### config.mk
export PLATFORM = sky130hd
export DESIGN_NAME = fipid_lane
export DESIGN_NICKNAME = d
export VERILOG_FILES = /design/src/design/fipid_pkg.sv /design/src/design/fipid_lane.sv
export SDC_FILE = /design/constraint.sdc
export NUM_CORES = 2
export LEC_CHECK = 0
export BUFFER_PORTS_ARGS = -buffer_cell sky130_fd_sc_hd__buf_2
export CAP_MARGIN = 25
export CORE_MARGIN = 2
export CORE_UTILIZATION = 59
export DETAILED_ROUTE_END_ITERATION = 8
export GPL_TIMING_DRIVEN = 1
export PLACE_DENSITY = 0.79
export SYNTH_ARGS = -nofsm -noshare
export SYNTH_HDL_FRONTEND = slang
export SYNTH_SLANG_ARGS = --single-unit
### constraint.sdc
create_clock -name clk -period 5.4 [get_ports clk]
set_input_delay 0.27 -clock clk [delete_from_list [all_inputs] [get_ports clk]]
set_output_delay 0.27 -clock clk [all_outputs]
set_load 0.05 [all_outputs]
### src/design/fipid_pkg.sv
`timescale 1ns / 1ps
// ----------------------------------------------------------------------------
// fipid_pkg
// Shared types and constants of the five-channel incremental PID controller.
// ----------------------------------------------------------------------------
package fipid_pkg;

	localparam int CHANNELS = 5;

	localparam logic signed [31:0] DRIVE_MAX = 32'sd65534;
	localparam logic signed [31:0] DRIVE_MIN = 32'sh8000_0000;

	localparam logic [7:0]  KP_RESET    = 8'd5;
	localparam logic [7:0]  KD_RESET    = 8'd10;
	localparam logic [7:0]  KI_RESET    = 8'd0;
	localparam logic [15:0] SCALE_RESET = 16'd21043;

	typedef enum logic [1:0] {
		REG_KP    = 2'd0,
		REG_KD    = 2'd1,
		REG_KI    = 2'd2,
		REG_SCALE = 2'd3
	} cfg_reg_t;

	typedef struct packed {
		logic [7:0]  kp;
		logic [7:0]  kd;
		logic [7:0]  ki;
		logic [15:0] scale;
	} gains_t;

	typedef struct packed {
		logic s1_en;
		logic s2_en;
		logic s3_en;
		logic s4_en;
	} lane_ctl_t;

endpackage

### src/design/fipid_lane.sv
`timescale 1ns / 1ps
`default_nettype none
// ----------------------------------------------------------------------------
// fipid_lane
// One PID channel: speed scaling, error terms, gain products and clamped
// drive accumulation over four stages, with per-channel state.
// ----------------------------------------------------------------------------
module fipid_lane (
	input  wire logic                    clk,
	input  wire logic                    arst_n,
	input  wire fipid_pkg::gains_t       gains,
	input  wire fipid_pkg::lane_ctl_t    ctl,
	input  wire logic signed [15:0]      target,
	input  wire logic signed [15:0]      delta,
	output logic signed [31:0]           drive
);
	import fipid_pkg::*;

	logic signed [32:0] prod_c;
	logic signed [32:0] prod_s1;
	logic signed [15:0] target_s1;

	logic signed [32:0] rounded_c;
	logic signed [15:0] speed_c;
	logic signed [15:0] err_c;
	logic signed [15:0] diff_c;
	logic signed [15:0] sum_c;
	logic signed [15:0] err_s2;
	logic signed [15:0] diff_s2;
	logic signed [15:0] sum_s2;
	logic signed [15:0] last_error_q;
	logic signed [15:0] error_sum_q;

	logic signed [24:0] pterm_c;
	logic signed [24:0] dterm_c;
	logic signed [24:0] iterm_c;
	logic signed [24:0] pterm_s3;
	logic signed [24:0] dterm_s3;
	logic signed [24:0] iterm_s3;

	logic signed [33:0] acc_c;
	logic signed [31:0] acc_sat_c;
	logic signed [31:0] drive_q;

	assign prod_c = 33'(delta) * 33'($signed({1'b0, gains.scale}));

	always_ff @(posedge clk) begin
		if (ctl.s1_en) begin
			prod_s1   <= prod_c;
			target_s1 <= target;
		end
	end

	assign rounded_c = prod_s1 + (prod_s1[32] ? 33'sd255 : 33'sd0);
	assign speed_c   = rounded_c[23:8];
	assign err_c     = target_s1 - speed_c;
	assign diff_c    = err_c - last_error_q;
	assign sum_c     = error_sum_q + err_c;

	always_ff @(posedge clk) begin
		if (ctl.s2_en) begin
			err_s2  <= err_c;
			diff_s2 <= diff_c;
			sum_s2  <= sum_c;
		end
	end

	always_ff @(posedge clk or negedge arst_n) begin
		if (!arst_n) begin
			last_error_q <= '0;
			error_sum_q  <= '0;
		end else if (ctl.s2_en) begin
			last_error_q <= err_c;
			error_sum_q  <= sum_c;
		end
	end

	assign pterm_c = 25'($signed({1'b0, gains.kp})) * 25'(err_s2);
	assign dterm_c = 25'($signed({1'b0, gains.kd})) * 25'(diff_s2);
	assign iterm_c = 25'($signed({1'b0, gains.ki})) * 25'(sum_s2);

	always_ff @(posedge clk) begin
		if (ctl.s3_en) begin
			pterm_s3 <= pterm_c;
			dterm_s3 <= dterm_c;
			iterm_s3 <= iterm_c;
		end
	end

	assign acc_c = 34'(drive_q) + 34'(pterm_s3) + 34'(dterm_s3) + 34'(iterm_s3);

	always_comb begin
		if (acc_c > 34'(DRIVE_MAX)) begin
			acc_sat_c = DRIVE_MAX;
		end else if (acc_c < 34'(DRIVE_MIN)) begin
			acc_sat_c = DRIVE_MIN;
		end else begin
			acc_sat_c = acc_c[31:0];
		end
	end

	always_ff @(posedge clk or negedge arst_n) begin
		if (!arst_n) begin
			drive_q <= '0;
		end else if (ctl.s4_en) begin
			drive_q <= acc_sat_c;
		end
	end

	assign drive = drive_q;

endmodule
`default_nettype wire

==> impl_results.rst <==
.. list-table::
   :header-rows: 1

   * - Metric
     - Value
   * - Maximum number of pins on one net before global-route repair
     - between 70 and 80
   * - Number of nets with antenna violations after routing
     - 0
   * - Via count of the routed design
     - roughly 26000
   * - Overflow after GRT
     - 0
   * - Crit-path max FO
     - 5
   * - Worst Path Required
     - about 5.7 ns
   * - Die extent in x
     - 250.2 um
   * - Number of detailed-route iterations in the first pass
     - 5
   * - Fraction of final layout cells sized beyond drive strength 1
     - 0.1204
   * - Mapped Cells
     - between 3000 and 4000
   * - Count of flip-flops with a built-in enable after synthesis
     - approximately 160
   * - Standard cell with the maximum stage delay on the critical path
     - fa_1
   * - Crit Path Class
     - in -> reg
   * - Global-route total usage across every layer
     - 0.2594
   * - Total standard cell area after synthesis
     - 35770 sq um
   * - Clock latency of the later-clocked register in the worst-skew pair
     - between 0.5 and 0.6 ns
   * - Wire length of the first global-routing pass
     - approximately 130 mm
   * - Worst clock skew
     - roughly 0.027 ns
   * - Filler Cells Inserted
     - 4626
   * - Ranking of synthesized cells by area
     - fa_1 (32%), edfxtp_1 (14%), ha_1 (12%)
   * - Growth of design area from synthesis to finish
     - 12.22%
   * - Final HPWL DP
     - ~66 mm
   * - Outcome
     - finished, final reports clean
   * - Drt drc
     - 0
   * - Clock buffer count from CTS
     - 26
   * - CP startpoint kind
     - input port
   * - Final Setup Violations
     - 0
   * - Ports
     - 110
   * - Proportion of netlist area held by the largest area contributor
     - 0.3179
   * - Number of standard cells in the layout, taps in and fillers out
     - ~4900
   * - Post-Synthesis Net Count
     - around 4800
   * - Total count of hold-check failures in the final report
     - 0
   * - Starting Density
     - 0.5948
   * - Worst min-delay path category
     - in -> reg
   * - Die footprint
     - 62610 sq um
   * - Number of DRC markers in iteration 0
     - 1472
   * - Maximum Capacitance Violations
     - 0
   * - Crit path buf inv count
     - 6
   * - Async S/R FF share, synth
     - 0.2807
   * - Fin worst setup slack
     - around 0.11 ns
   * - Final wirelength
     - 78.73 mm
   * - Buffer type at the clock tree root
     - clkbuf_16
   * - H-tree depth
     - 1
   * - Net count of the finished layout
     - roughly 5100
   * - Post-synthesis average cell area
     - roughly 9.5 sq um
   * - Post-placement setup slack
     - -0.6798 ns
   * - Unique cell type count in the Yosys netlist
     - 78
   * - Worst-margin pin slew
     - 0.9528 ns
   * - Average vias per placed instance
     - 5.374
   * - Setup repair after global routing missed its margin
     - true
   * - Sort of element at the end of the critical path
     - flop
   * - Core Box Area
     - roughly 60000 sq um
   * - Number of buffers added on ports
     - approximately 110
   * - CTS sink count
     - 228
   * - Clock input transition at the sequential cells of the worst setup and hold paths
     - 0.06 ns
   * - Register bit total from synthesis
     - roughly 230
   * - Yosys warns
     - 0
   * - Final critical path time including I/O delays and setup
     - approximately 5.3 ns
   * - Sequential element share of the synthesized area
     - 0.1825
   * - Cell repeated most along the worst path
     - fa_1
   * - Slew Limit Fails
     - 0
   * - Post-Place Cell Area
     - roughly 39000 sq um
   * - CP Data Arrival Time
     - approximately 5.6 ns
   * - Via count of the first global-routing pass
     - ~27000
   * - Relative max-transition margin
     - 0.3648
   * - Vertical die dimension
     - roughly 250 um
   * - Ordered cell list for the critical path
     - buf_2 -> and2_4 -> fa_1 -> inv_1 -> fa_1 -> fa_1 -> inv_1 -> fa_1 -> fa_1 -> inv_1 -> fa_1 -> inv_2 -> ha_4 -> and2_4 -> a31oi_4 -> o21ai_2 -> o41ai_2 -> buf_4 -> o221ai_2 -> o41a_1 -> a311o_1
   * - Number of buffers between clock root and the deepest sink
     - 3
   * - Final GP Congestion
     - 0.9090
   * - Yosys top cell by area
     - fa_1
   * - # rows
     - 90
   * - Worst stage delay on the critical path
     - ~0.53 ns
   * - Cell count after placement
     - between 4000 and 5000
   * - Cell area after layout
     - roughly 40000 sq um
   * - Final worst path period share
     - 0.9799
   * - Final total negative setup slack
     - 0 ns
   * - Initial antenna violation count
     - 1
   * - TritonCTS clock tree
     - done
   * - Flip-flop cell with the highest count after synthesis
     - edfxtp_1
   * - Achievable frequency
     - 189.0 MHz
   * - Routed len/inst
     - ~16 um
   * - Kind of cell with the highest combined delay on the critical path
     - adder cells
what timing repair did:
item                                    CTS  global route
pin swaps                                 6            27
endpoints found under the setup margin   13            38
setup buffers                             3            17
resized for setup                        19            74
hold endpoints to repair                 80             0
hold buffers                             17             0
routing by layer:
layer  vias up  global-route usage  share of wire  wire [um]
li1      12350                   -              -          -
met1     12910              0.3314           0.41      32350
met2       666              0.4677           0.51      40020
met3       146             0.02193          0.045       3567
met4         0             0.08263          0.035       2794
met5         -                   0              0          0
area by class of cell:
type                            instances  area (sq um)  share of cell area
Clock inverter                         10         112.6            0.002806
Clock buffer                           38         768.2             0.01914
Antenna cell                            1         2.502          0.00006235
Tap cell                              782         978.4             0.02438
Timing Repair Buffer                  344          2404             0.05988
Multi-Input combinational cell       2573         26050              0.6491
Sequential cell                       228          6526              0.1626
Inverter                              877          3292             0.08202
cell families (layout without fill, tap and decap cells):
group           Yosys count  count (layout)  share of synthesized area
other cells               0               1                          0
mux                      20              20                   0.006262
compound gates          396             396                    0.07693
buf+inv                 955            1269                     0.1007
flops                   228             228                     0.1825
xor+xnor                155             155                    0.03796
fa+ha+maj               925             925                     0.4428
simple gates           1077            1077                     0.1529
synthesized netlist by cell type, types with 4 or more instances:
cell type	instances
o2bb2ai_1	4
o21ai_0	69
nand2b_1	14
and4_1	4
a21oi_1	107
ha_1	357
nand3_1	52
a31o_2	6
or3_1	17
nor3_1	49
nor2_1	125
a211oi_1	9
and2_1	376
or2_2	9
dfrtp_1	64
o221ai_1	4
edfxtp_1	164
inv_1	876
clkbuf_1	68
nand4_1	11
nor2b_1	26
and3_1	22
o221ai_2	10
xor2_1	39
o21bai_1	17
o41ai_1	6
nand3b_1	4
o2111ai_1	11
a21boi_0	10
a2111oi_0	6
nand2_1	351
o311ai_0	6
o211ai_1	16
mux2_2	19
a31oi_1	13
nor4_1	4
a21o_1	28
o22ai_1	7
o21a_1	17
fa_1	568
xnor2_1	116
buf_2	7
o31ai_1	9
final timing paths:
kind | end | from | cells past startpoint | slack, ns
worst max-delay path | prod_s1[32] | delta[4] | 21 | 0.11
worst min-delay path | sum_s2[6] | ctl[2] | 1 | 0.12
worst max register to register | dterm_s3[23] | diff_s2[7] | 18 | 0.15
worst min register to register | error_sum_q[15] | error_sum_q[15] | 1 | 0.49
max in group asynchronous | last_error_q[14] | arst_n | 2 | 4.37
min in group asynchronous | drive[4] | arst_n | 2 | 0.40
registers in the layout, indices dropped and copies added (netlist names):
register,flops
drive,32
dterm_s3,25
iterm_s3,25
prod_s1,25
pterm_s3,25
diff_s2,16
err_s2,16
error_sum_q,16
last_error_q,16
sum_s2,16
target_s1,16
cell usage in the layout (no fill, tap or decap), drive strengths merged, types with 17 or more instances in the layout:
master,count
xor2,39
nor2b,26
or3,18
clkbuf,40
fa,568
a21oi,108
xnor2,116
and2,376
nor3,49
a21o,28
nand2,351
o21a,17
inv,877
buf,325
ha,357
nand3,52
o21ai,69
edfxtp,164
dfrtp,64
o21bai,17
and3,22
nor2,125
mux2,19
dlygate4sd3,17
metrics by stage:
stage | util | hold WS [ns]
6_report | 0.6675 | 0.1227
5_1_grt | 0.6675 | 0.1231
4_1_cts | 0.6605 | 0.1050
3_5_place_dp | 0.6414 | 0.4489
3_3_place_gp | 0.6414 | 0.4492
2_1_floorplan | - | -0.02559
Power is not shown: default switching activity piles up to over one toggle a cycle in this logic, so the estimate is an artifact.
