==> src/design/fipid_pkg.sv <==
`timescale 1ns / 1ps
// ----------------------------------------------------------------------------
// fipid_pkg
// Shared types and constants of the five-channel incremental PID controller.
// ----------------------------------------------------------------------------
package fipid_pkg;

	localparam int CHANNELS = 5;

	localparam logic signed [31:0] DRIVE_MAX = 32'sd65534;
	localparam logic signed [31:0] DRIVE_MIN = 32'sh8000_0000;

	localparam logic [7:0]  KP_RESET    = 8'd5;
	localparam logic [7:0]  KD_RESET    = 8'd10;
	localparam logic [7:0]  KI_RESET    = 8'd0;
	localparam logic [15:0] SCALE_RESET = 16'd21043;

	typedef enum logic [1:0] {
		REG_KP    = 2'd0,
		REG_KD    = 2'd1,
		REG_KI    = 2'd2,
		REG_SCALE = 2'd3
	} cfg_reg_t;

	typedef struct packed {
		logic [7:0]  kp;
		logic [7:0]  kd;
		logic [7:0]  ki;
		logic [15:0] scale;
	} gains_t;

	typedef struct packed {
		logic s1_en;
		logic s2_en;
		logic s3_en;
		logic s4_en;
	} lane_ctl_t;

endpackage

==> src/design/fipid_merge.sv <==
`timescale 1ns / 1ps
`default_nettype none
// ----------------------------------------------------------------------------
// fipid_merge
// Output stage: gathers the drive values of all lanes into one result item
// and holds it until the receiver takes it.
// ----------------------------------------------------------------------------
module fipid_merge (
	input  wire logic                clk,
	input  wire logic                arst_n,
	input  wire logic                res_pending,
	input  wire logic signed [31:0]  lane_drive [fipid_pkg::CHANNELS],
	output logic                     move,
	output logic                     out_valid,
	input  wire logic                out_stall,
	output logic signed [31:0]       drive_out [fipid_pkg::CHANNELS]
);
	import fipid_pkg::*;

	logic               out_valid_q;
	logic signed [31:0] drive_q [CHANNELS];

	assign move = res_pending && (!out_valid_q || !out_stall);

	always_ff @(posedge clk or negedge arst_n) begin
		if (!arst_n) begin
			out_valid_q <= 1'b0;
		end else if (move) begin
			out_valid_q <= 1'b1;
		end else if (!out_stall) begin
			out_valid_q <= 1'b0;
		end
	end

	always_ff @(posedge clk) begin
		if (move) begin
			for (int k = 0; k < CHANNELS; k++) begin
				drive_q[k] <= lane_drive[k];
			end
		end
	end

	assign out_valid = out_valid_q;
	assign drive_out = drive_q;

endmodule
`default_nettype wire

==> config.mk <==
export PLATFORM = sky130hd
export DESIGN_NAME = fipid_merge
export DESIGN_NICKNAME = d
export VERILOG_FILES = /design/src/design/fipid_pkg.sv /design/src/design/fipid_merge.sv
export SDC_FILE = /design/constraint.sdc
export NUM_CORES = 1
export LEC_CHECK = 0
export BUFFER_PORTS_ARGS = -buffer_cell sky130_fd_sc_hd__buf_2
export CAP_MARGIN = 20
export CORE_AREA = 2 2 151 94
export CTS_CLUSTER_SIZE = 40
export DETAILED_ROUTE_END_ITERATION = 8
export DIE_AREA = 0 0 153 96
export PLACE_DENSITY = 0.7
export SKIP_LAST_GASP = 1
export SYNTH_ARGS = -nofsm -noshare
export SYNTH_HDL_FRONTEND = slang
export SYNTH_SLANG_ARGS = --single-unit
==> constraint.sdc <==
create_clock -name clk -period 4.9 [get_ports clk]
set_clock_uncertainty 0.05 [all_clocks]
set_input_delay 0.245 -clock clk [delete_from_list [all_inputs] [get_ports clk]]
set_output_delay 0.245 -clock clk [all_outputs]
set_load 0.02 [all_outputs]
==> impl_metrics.py, run 1 <==
metrics = {
    "run_status": {
        "run_status": "did not finish",
        "flow.stopped_at": "4_1_cts",
        "stop_error": "[ERROR RSZ-0060] Max buffer count reached.",
    },
    "synth": {
        "synth_simple_gate_area_share": 0,
        "netlist_area_sq_um": 4850,
        "mappedNetlistNets": 327,
        "synth_largest_type_area_fraction": 0.991,
        "cells_after_synthesis": 163,
        "synth.yosys.seq_area_share": 0.996,
        "syn-mean-instance-area_sq_um": 29.7,
        "synth_seq_cells": 161,
        "synth_warnings": 0,
        "synth-compound-area-share": 0.00387,
        "synth_top_area_cell": "sky130_fd_sc_hd__edfxtp_1",
        "number_of_distinct_standard_cells_referenced_by_the_synthesized_netlist": 4,
        "synthXorXnorAreaFrac": 0,
        "synthAdderAreaFrac": 0,
        "post_synth_mux_area_share": 0,
        "dominant_combinational_cell_family_by_area_after_synthesis": "compound AO/OA/AOI/OAI gates",
        "netlist_top_cells_area": "sky130_fd_sc_hd__edfxtp_1 (99%), sky130_fd_sc_hd__dfrtp_1 (0.52%), sky130_fd_sc_hd__a21boi_2 (0.23%)",
    },
    "placed_design": {
        "gp_congestion": 0.771,
        "io_buffers": 325,
        "dp_hpwl_mm": 8.87,
        "dpl-instance-area_sq_um": 6720,
    },
    "clock_tree": {
        "cts.path.max_buffers": 2,
        "cts.htree.levels": 4,
        "postCtsResizedCells": 0,
        "numCtsBuffers": 17,
        "cts.sinks": 161,
        "post_cts_buffers": 0,
        "clock-root-buffer": "sky130_fd_sc_hd__clkbuf_16",
        "ctsHoldBuffers": 140,
    },
    "floorplanning": {
        "row_count": 33,
        "ios": 326,
        "initial_core_util": 0.364,
        "die_h_microns": 96,
        "die_x_microns": 153,
    },
}
-- metrics by stage --
| step | setup slack [ps] | instances | hold slack (ps) | util |
|---|---|---|---|---|
| after global placement | 2950 | 665 | -21.0 | 0.504 |
| after detailed placement | 2860 | 665 | -21.1 | 0.504 |
| after floorplan | 1150 | 163 | -101 | - |
-- logic make-up after synthesis --
logic type and Yosys count:
flip-flops 161, AO/OA/AOI/OAI 2
-- synth_stat cells --
| cell | n |
|---|---|
| sky130_fd_sc_hd__a21boi_2 | 1 |
| sky130_fd_sc_hd__a21o_1 | 1 |
| sky130_fd_sc_hd__dfrtp_1 | 1 |
| sky130_fd_sc_hd__edfxtp_1 | 160 |
==> run 2: changes to the inputs <==
--- a/config.mk
+++ b/config.mk
@@ -7,11 +7,10 @@
 export LEC_CHECK = 0
 export BUFFER_PORTS_ARGS = -buffer_cell sky130_fd_sc_hd__buf_2
 export CAP_MARGIN = 20
-export CORE_AREA = 2 2 151 94
-export CTS_CLUSTER_SIZE = 40
+export CORE_AREA = 2 2 131 133
 export DETAILED_ROUTE_END_ITERATION = 8
-export DIE_AREA = 0 0 153 96
-export PLACE_DENSITY = 0.7
+export DIE_AREA = 0 0 133 135
+export PLACE_DENSITY_LB_ADDON = 0.15
 export SKIP_LAST_GASP = 1
 export SYNTH_ARGS = -nofsm -noshare
 export SYNTH_HDL_FRONTEND = slang
==> constraint.sdc (replaced) <==
create_clock -name clk -period 6.4 [get_ports clk]
set_clock_uncertainty 0.05 [all_clocks]
set_input_delay 0.32 -clock clk [delete_from_list [all_inputs] [get_ports clk]]
set_output_delay 0.32 -clock clk [all_outputs]
set_load 0.02 [all_outputs]
==> run 2 against run 1 <==
The flow now finishes without violations. Synthesized cell count unchanged. Area after synthesis did not move.
==> impl_metrics.py, run 2 <==
metrics = {
    "finish": {
        "areaGrowthSynthToFinish_pct": 53.2,
        "post-route-cell-area_sq_um": 7430,
        "largest_reg_flops": 160,
        "mostFrequentLayoutCells": "sky130_fd_sc_hd__buf_2 (325), sky130_fd_sc_hd__edfxtp_1 (160), sky130_fd_sc_hd__clkbuf_16 (17), sky130_fd_sc_hd__bufinv_16 (4)",
        "register_area_sq_um": 4830,
        "layout_commonest_cell": "sky130_fd_sc_hd__buf_2",
        "layout.core_utilization": 0.453,
        "fillCellCount": 1519,
        "total_area_of_multi_input_combinational_cells_sq_um": 26.3,
        "drive_above_1_share": 0.681,
        "design.final.nets": 674,
    },
    "global_routing": {
        "grt_start_max_net_pins": 162,
        "grt_pass1_wl_mm": 17.1,
        "overflow": 0,
        "antenna_found_initial": 1,
        "grt_use_total": 0.130,
        "number_of_global_route_vias_before_repair": 3115,
    },
    "critical_path": {
        "slowest_stage_cell_crit_path": "sky130_fd_sc_hd__buf_12",
        "arrival_ps": 2020,
        "worst_r2r_path_depth": 2,
        "crit_path_end_kind": "output pin",
        "cp_cell_sequence": "a21boi_4, buf_12, buf_2",
        "timing.critical_path.slowest_cell_delay_ps": 530,
        "critical_path_peak_fanout": 161,
        "r2r_start": "out_valid$_DFFE_PN0P_",
        "setup.worst_path.start_class": "flop",
        "worst_setup_path_class": "flop to output pin",
        "critPathBufInv": 2,
        "worst_ep_required_time_ps": 6030,
        "critical_path.reg2reg.endpoint": "drive_out[43]$_DFFE_PP_",
        "critical-path-top-delay-family": "buffers and inverters",
        "reg2reg_setup_slack_ps": 4590,
    },
    "synth": {
        "netlist_top_cells_area": "sky130_fd_sc_hd__edfxtp_1 (99%), sky130_fd_sc_hd__dfrtp_1 (0.52%), sky130_fd_sc_hd__a21boi_2 (0.23%)",
        "synth-main-ff-cell": "sky130_fd_sc_hd__edfxtp_1",
        "number_of_distinct_standard_cells_referenced_by_the_synthesized_netlist": 4,
        "synth-edff-count": 160,
        "synth-compound-area-share": 0.00387,
        "synth.cells.most_frequent": "sky130_fd_sc_hd__edfxtp_1 (160), sky130_fd_sc_hd__a21boi_2 (1), sky130_fd_sc_hd__a21o_1 (1), sky130_fd_sc_hd__dfrtp_1 (1)",
        "synth.yosys.seq_area_share": 0.996,
        "synth_simple_gate_area_share": 0,
        "synth_largest_type_area_fraction": 0.991,
        "mappedNetlistNets": 327,
        "syn-mean-instance-area_sq_um": 29.7,
        "fraction_of_synthesis_flops_using_an_asynchronous_set_or_reset_pin": 0.00621,
        "synth_warnings": 0,
        "cells_after_synthesis": 163,
        "netlist_area_sq_um": 4850,
        "post_synth_mux_area_share": 0,
        "synthXorXnorAreaFrac": 0,
        "synth_top_area_cell": "sky130_fd_sc_hd__edfxtp_1",
        "synthAdderAreaFrac": 0,
        "synth_seq_cells": 161,
        "synthMostInstantiatedCell": "sky130_fd_sc_hd__edfxtp_1",
        "dominant_combinational_cell_family_by_area_after_synthesis": "compound AO/OA/AOI/OAI gates",
    },
    "timing": {
        "finalCritPeriodShare": 0.373,
        "setup_total_negative_slack_ps": 0,
        "timing.slew.headroom": 0.380,
        "hold_viol": 0,
        "final-setup-viol-count": 0,
        "tightest_slew_ps": 931,
        "rsz0062_at_grt": "false",
        "final_max_slew_viol_count": 0,
        "final.min_clock_period_ps": 2390,
        "achievable-frequency_mhz": 419,
    },
    "clock_tree": {
        "numCtsBuffers": 17,
        "cts.sinks": 161,
        "clk-insertion-delay-late_ps": 410,
        "clk_transition_reported_paths_ps": 60,
        "postCtsResizedCells": 0,
        "cts.htree.levels": 4,
        "clock_tree_from_tritoncts": "built",
        "cts.path.max_buffers": 2,
        "clock-root-buffer": "sky130_fd_sc_hd__clkbuf_16",
    },
    "drt": {
        "drt_drc_violations_left": 0,
        "vias_per_cell": 3.94,
        "detail-route-antenna-nets": 0,
        "wire_per_inst_microns": 15.9,
        "drt-initial-drc-count": 120,
        "drtPass1Iterations": 4,
        "route.final.wire_length_mm": 11.8,
        "vias": 2929,
    },
    "floorplanning": {
        "initial_core_util": 0.296,
        "design.die.area_sq_um": 18000,
        "die_h_microns": 135,
        "die_x_microns": 133,
        "row_count": 47,
        "core_region_area_sq_um": 16400,
        "ios": 326,
    },
    "hold_path": {
        "hold-path-endpoint": "drive_out[13]$_DFFE_PP_",
        "hold-path-cell-count": 1,
        "worst_hold_path_type": "input pin to flop",
        "min-delay-start": "lane_drive[13]",
    },
    "placed_design": {
        "gp_congestion": 0.719,
        "dpl-instance-area_sq_um": 6780,
        "io_buffers": 325,
        "dp_hpwl_mm": 8.84,
    },
    "power": {
        "vdd_drop_max_uv": 154,
        "leakagePower_uw": 0.00314,
        "power_density_nw_per_um2": 338,
    },
    "run_status": {
        "run_status": "finished, final reports clean",
    },
    "job": {
        "max-cap-violations": 0,
    },
}
==> run 2: worst max-delay path by stage <==
stage               slack (ps)                     end                  start  cells after the start
global placement          4460                    move            res_pending                      4
detailed placement        4420                    move            res_pending                      4
global route              3870                    move  out_valid$_DFFE_PN0P_                      3
finish                    4010                    move  out_valid$_DFFE_PN0P_                      3
CTS                       3980                    move  out_valid$_DFFE_PN0P_                      3
floorplan                  780  drive_out[0]$_DFFE_PP_              out_stall                      1
==> run 2: timing repair <==
action	in CTS	in global routing
endpoints found under the hold margin	1	1
hold buffers	1	1
setup buffers	0	0
==> run 2: worst register-to-register path: stages (launching register included) <==
cell and delay (ps):
sky130_fd_sc_hd__dfrtp_1 410, sky130_fd_sc_hd__a21boi_4 180, sky130_fd_sc_hd__buf_12 530
==> run 2: cell families after synthesis <==
group	Yosys count
flip-flops	161
AO/OA/AOI/OAI	2
==> run 2: per-stage QoR <==
step	cells	hold slack, ps	power, uW	setup WS (ps)
after floorplan	163	-25.6	1370	780
after global placement	709	47.6	1470	4460
after detailed placement	709	49.0	1470	4420
after CTS	742	0.717	2550	3980
after global routing	743	1.40	2610	3870
final	744	29.4	2510	4010
==> run 2: power by group <==
part | internal, uW | switching (uW)
registers | 1230 | 12.9
clock network | 668 | 395
logic | 73.0 | 131
total | 1970 | 539
==> run 2: metal layers <==
metal	vias up	part of all wire	track usage	wire length (microns)
li1	1366	-	-	-
met1	1335	0.34	0.135	4010
met5	-	0	0	0
met4	0	0.023	0.0687	276
met3	19	0.13	0.0661	1530
met2	209	0.51	0.216	6020
==> run 2: cell type report <==
cell class,count,area share
flip-flops and latches,161,0.650
clock buffers,21,0.0606
clock inverters,11,0.0241
well taps,220,0.0370
repair buffers,328,0.224
diodes,1,0.000337
multi-input cells,2,0.00354
(Power assumes the default switching activity.)
==> run 3: changes to the inputs <==
==> constraint.sdc (replaced) <==
create_clock -name clk -period 2.3 [get_ports clk]
set_clock_uncertainty 0.05 [all_clocks]
set_input_delay 0.115 -clock clk [delete_from_list [all_inputs] [get_ports clk]]
set_output_delay 0.115 -clock clk [all_outputs]
set_load 0.02 [all_outputs]
==> run 3 against run 2 <==
The run now fails in 4_1_cts. Area after synthesis unchanged. Synthesized cell count unchanged.
==> impl_metrics.py, run 3 <==
metrics = {
    "synth": {
        "synth-edff-count": 160,
        "synthMostInstantiatedCell": "sky130_fd_sc_hd__edfxtp_1",
        "synth.cells.most_frequent": "sky130_fd_sc_hd__edfxtp_1 (160), sky130_fd_sc_hd__a21boi_2 (1), sky130_fd_sc_hd__a21o_1 (1), sky130_fd_sc_hd__dfrtp_1 (1)",
        "post_synth_mux_area_share": 0,
        "synth-compound-area-share": 0.00387,
        "netlist_area_sq_um": 4850,
        "synth_simple_gate_area_share": 0,
        "netlist_top_cells_area": "sky130_fd_sc_hd__edfxtp_1 (99%), sky130_fd_sc_hd__dfrtp_1 (0.52%), sky130_fd_sc_hd__a21boi_2 (0.23%)",
        "synth_top_area_cell": "sky130_fd_sc_hd__edfxtp_1",
        "synth.yosys.seq_area_share": 0.996,
        "fraction_of_synthesis_flops_using_an_asynchronous_set_or_reset_pin": 0.00621,
        "dominant_combinational_cell_family_by_area_after_synthesis": "compound AO/OA/AOI/OAI gates",
        "synth_largest_type_area_fraction": 0.991,
        "synth_warnings": 0,
        "mappedNetlistNets": 327,
        "cells_after_synthesis": 163,
        "number_of_distinct_standard_cells_referenced_by_the_synthesized_netlist": 4,
        "synthXorXnorAreaFrac": 0,
        "synthAdderAreaFrac": 0,
        "synth-main-ff-cell": "sky130_fd_sc_hd__edfxtp_1",
        "synth_seq_cells": 161,
        "syn-mean-instance-area_sq_um": 29.7,
    },
    "floorplanning": {
        "die_h_microns": 135,
        "initial_core_util": 0.296,
        "row_count": 47,
        "die_x_microns": 133,
        "ios": 326,
    },
    "placed_design": {
        "place_inst": 712,
        "gp_congestion": 0.766,
        "dp_hpwl_mm": 9.25,
        "io_buffers": 325,
        "dpl-instance-area_sq_um": 6810,
    },
    "clock_tree": {
        "postCtsResizedCells": 0,
        "cts.htree.levels": 4,
        "ctsHoldBuffers": 150,
        "post_cts_buffers": 0,
        "clock-root-buffer": "sky130_fd_sc_hd__clkbuf_16",
        "numCtsBuffers": 17,
        "cts.sinks": 161,
        "cts.path.max_buffers": 2,
    },
    "run_status": {
        "run_status": "did not finish",
        "stop_error": "[ERROR RSZ-0060] Max buffer count reached.",
        "flow.stopped_at": "4_1_cts",
    },
}
run 3: kinds of logic after synthesis:
group | Yosys count
AOI/OAI and AO/OA | 2
DFF | 161
run 3: through the flow:
step / setup slack, ps / setup TNS [ps]
floorplan: -1410 / -227000
global placement: 653 / 0
detailed placement: 627 / 0
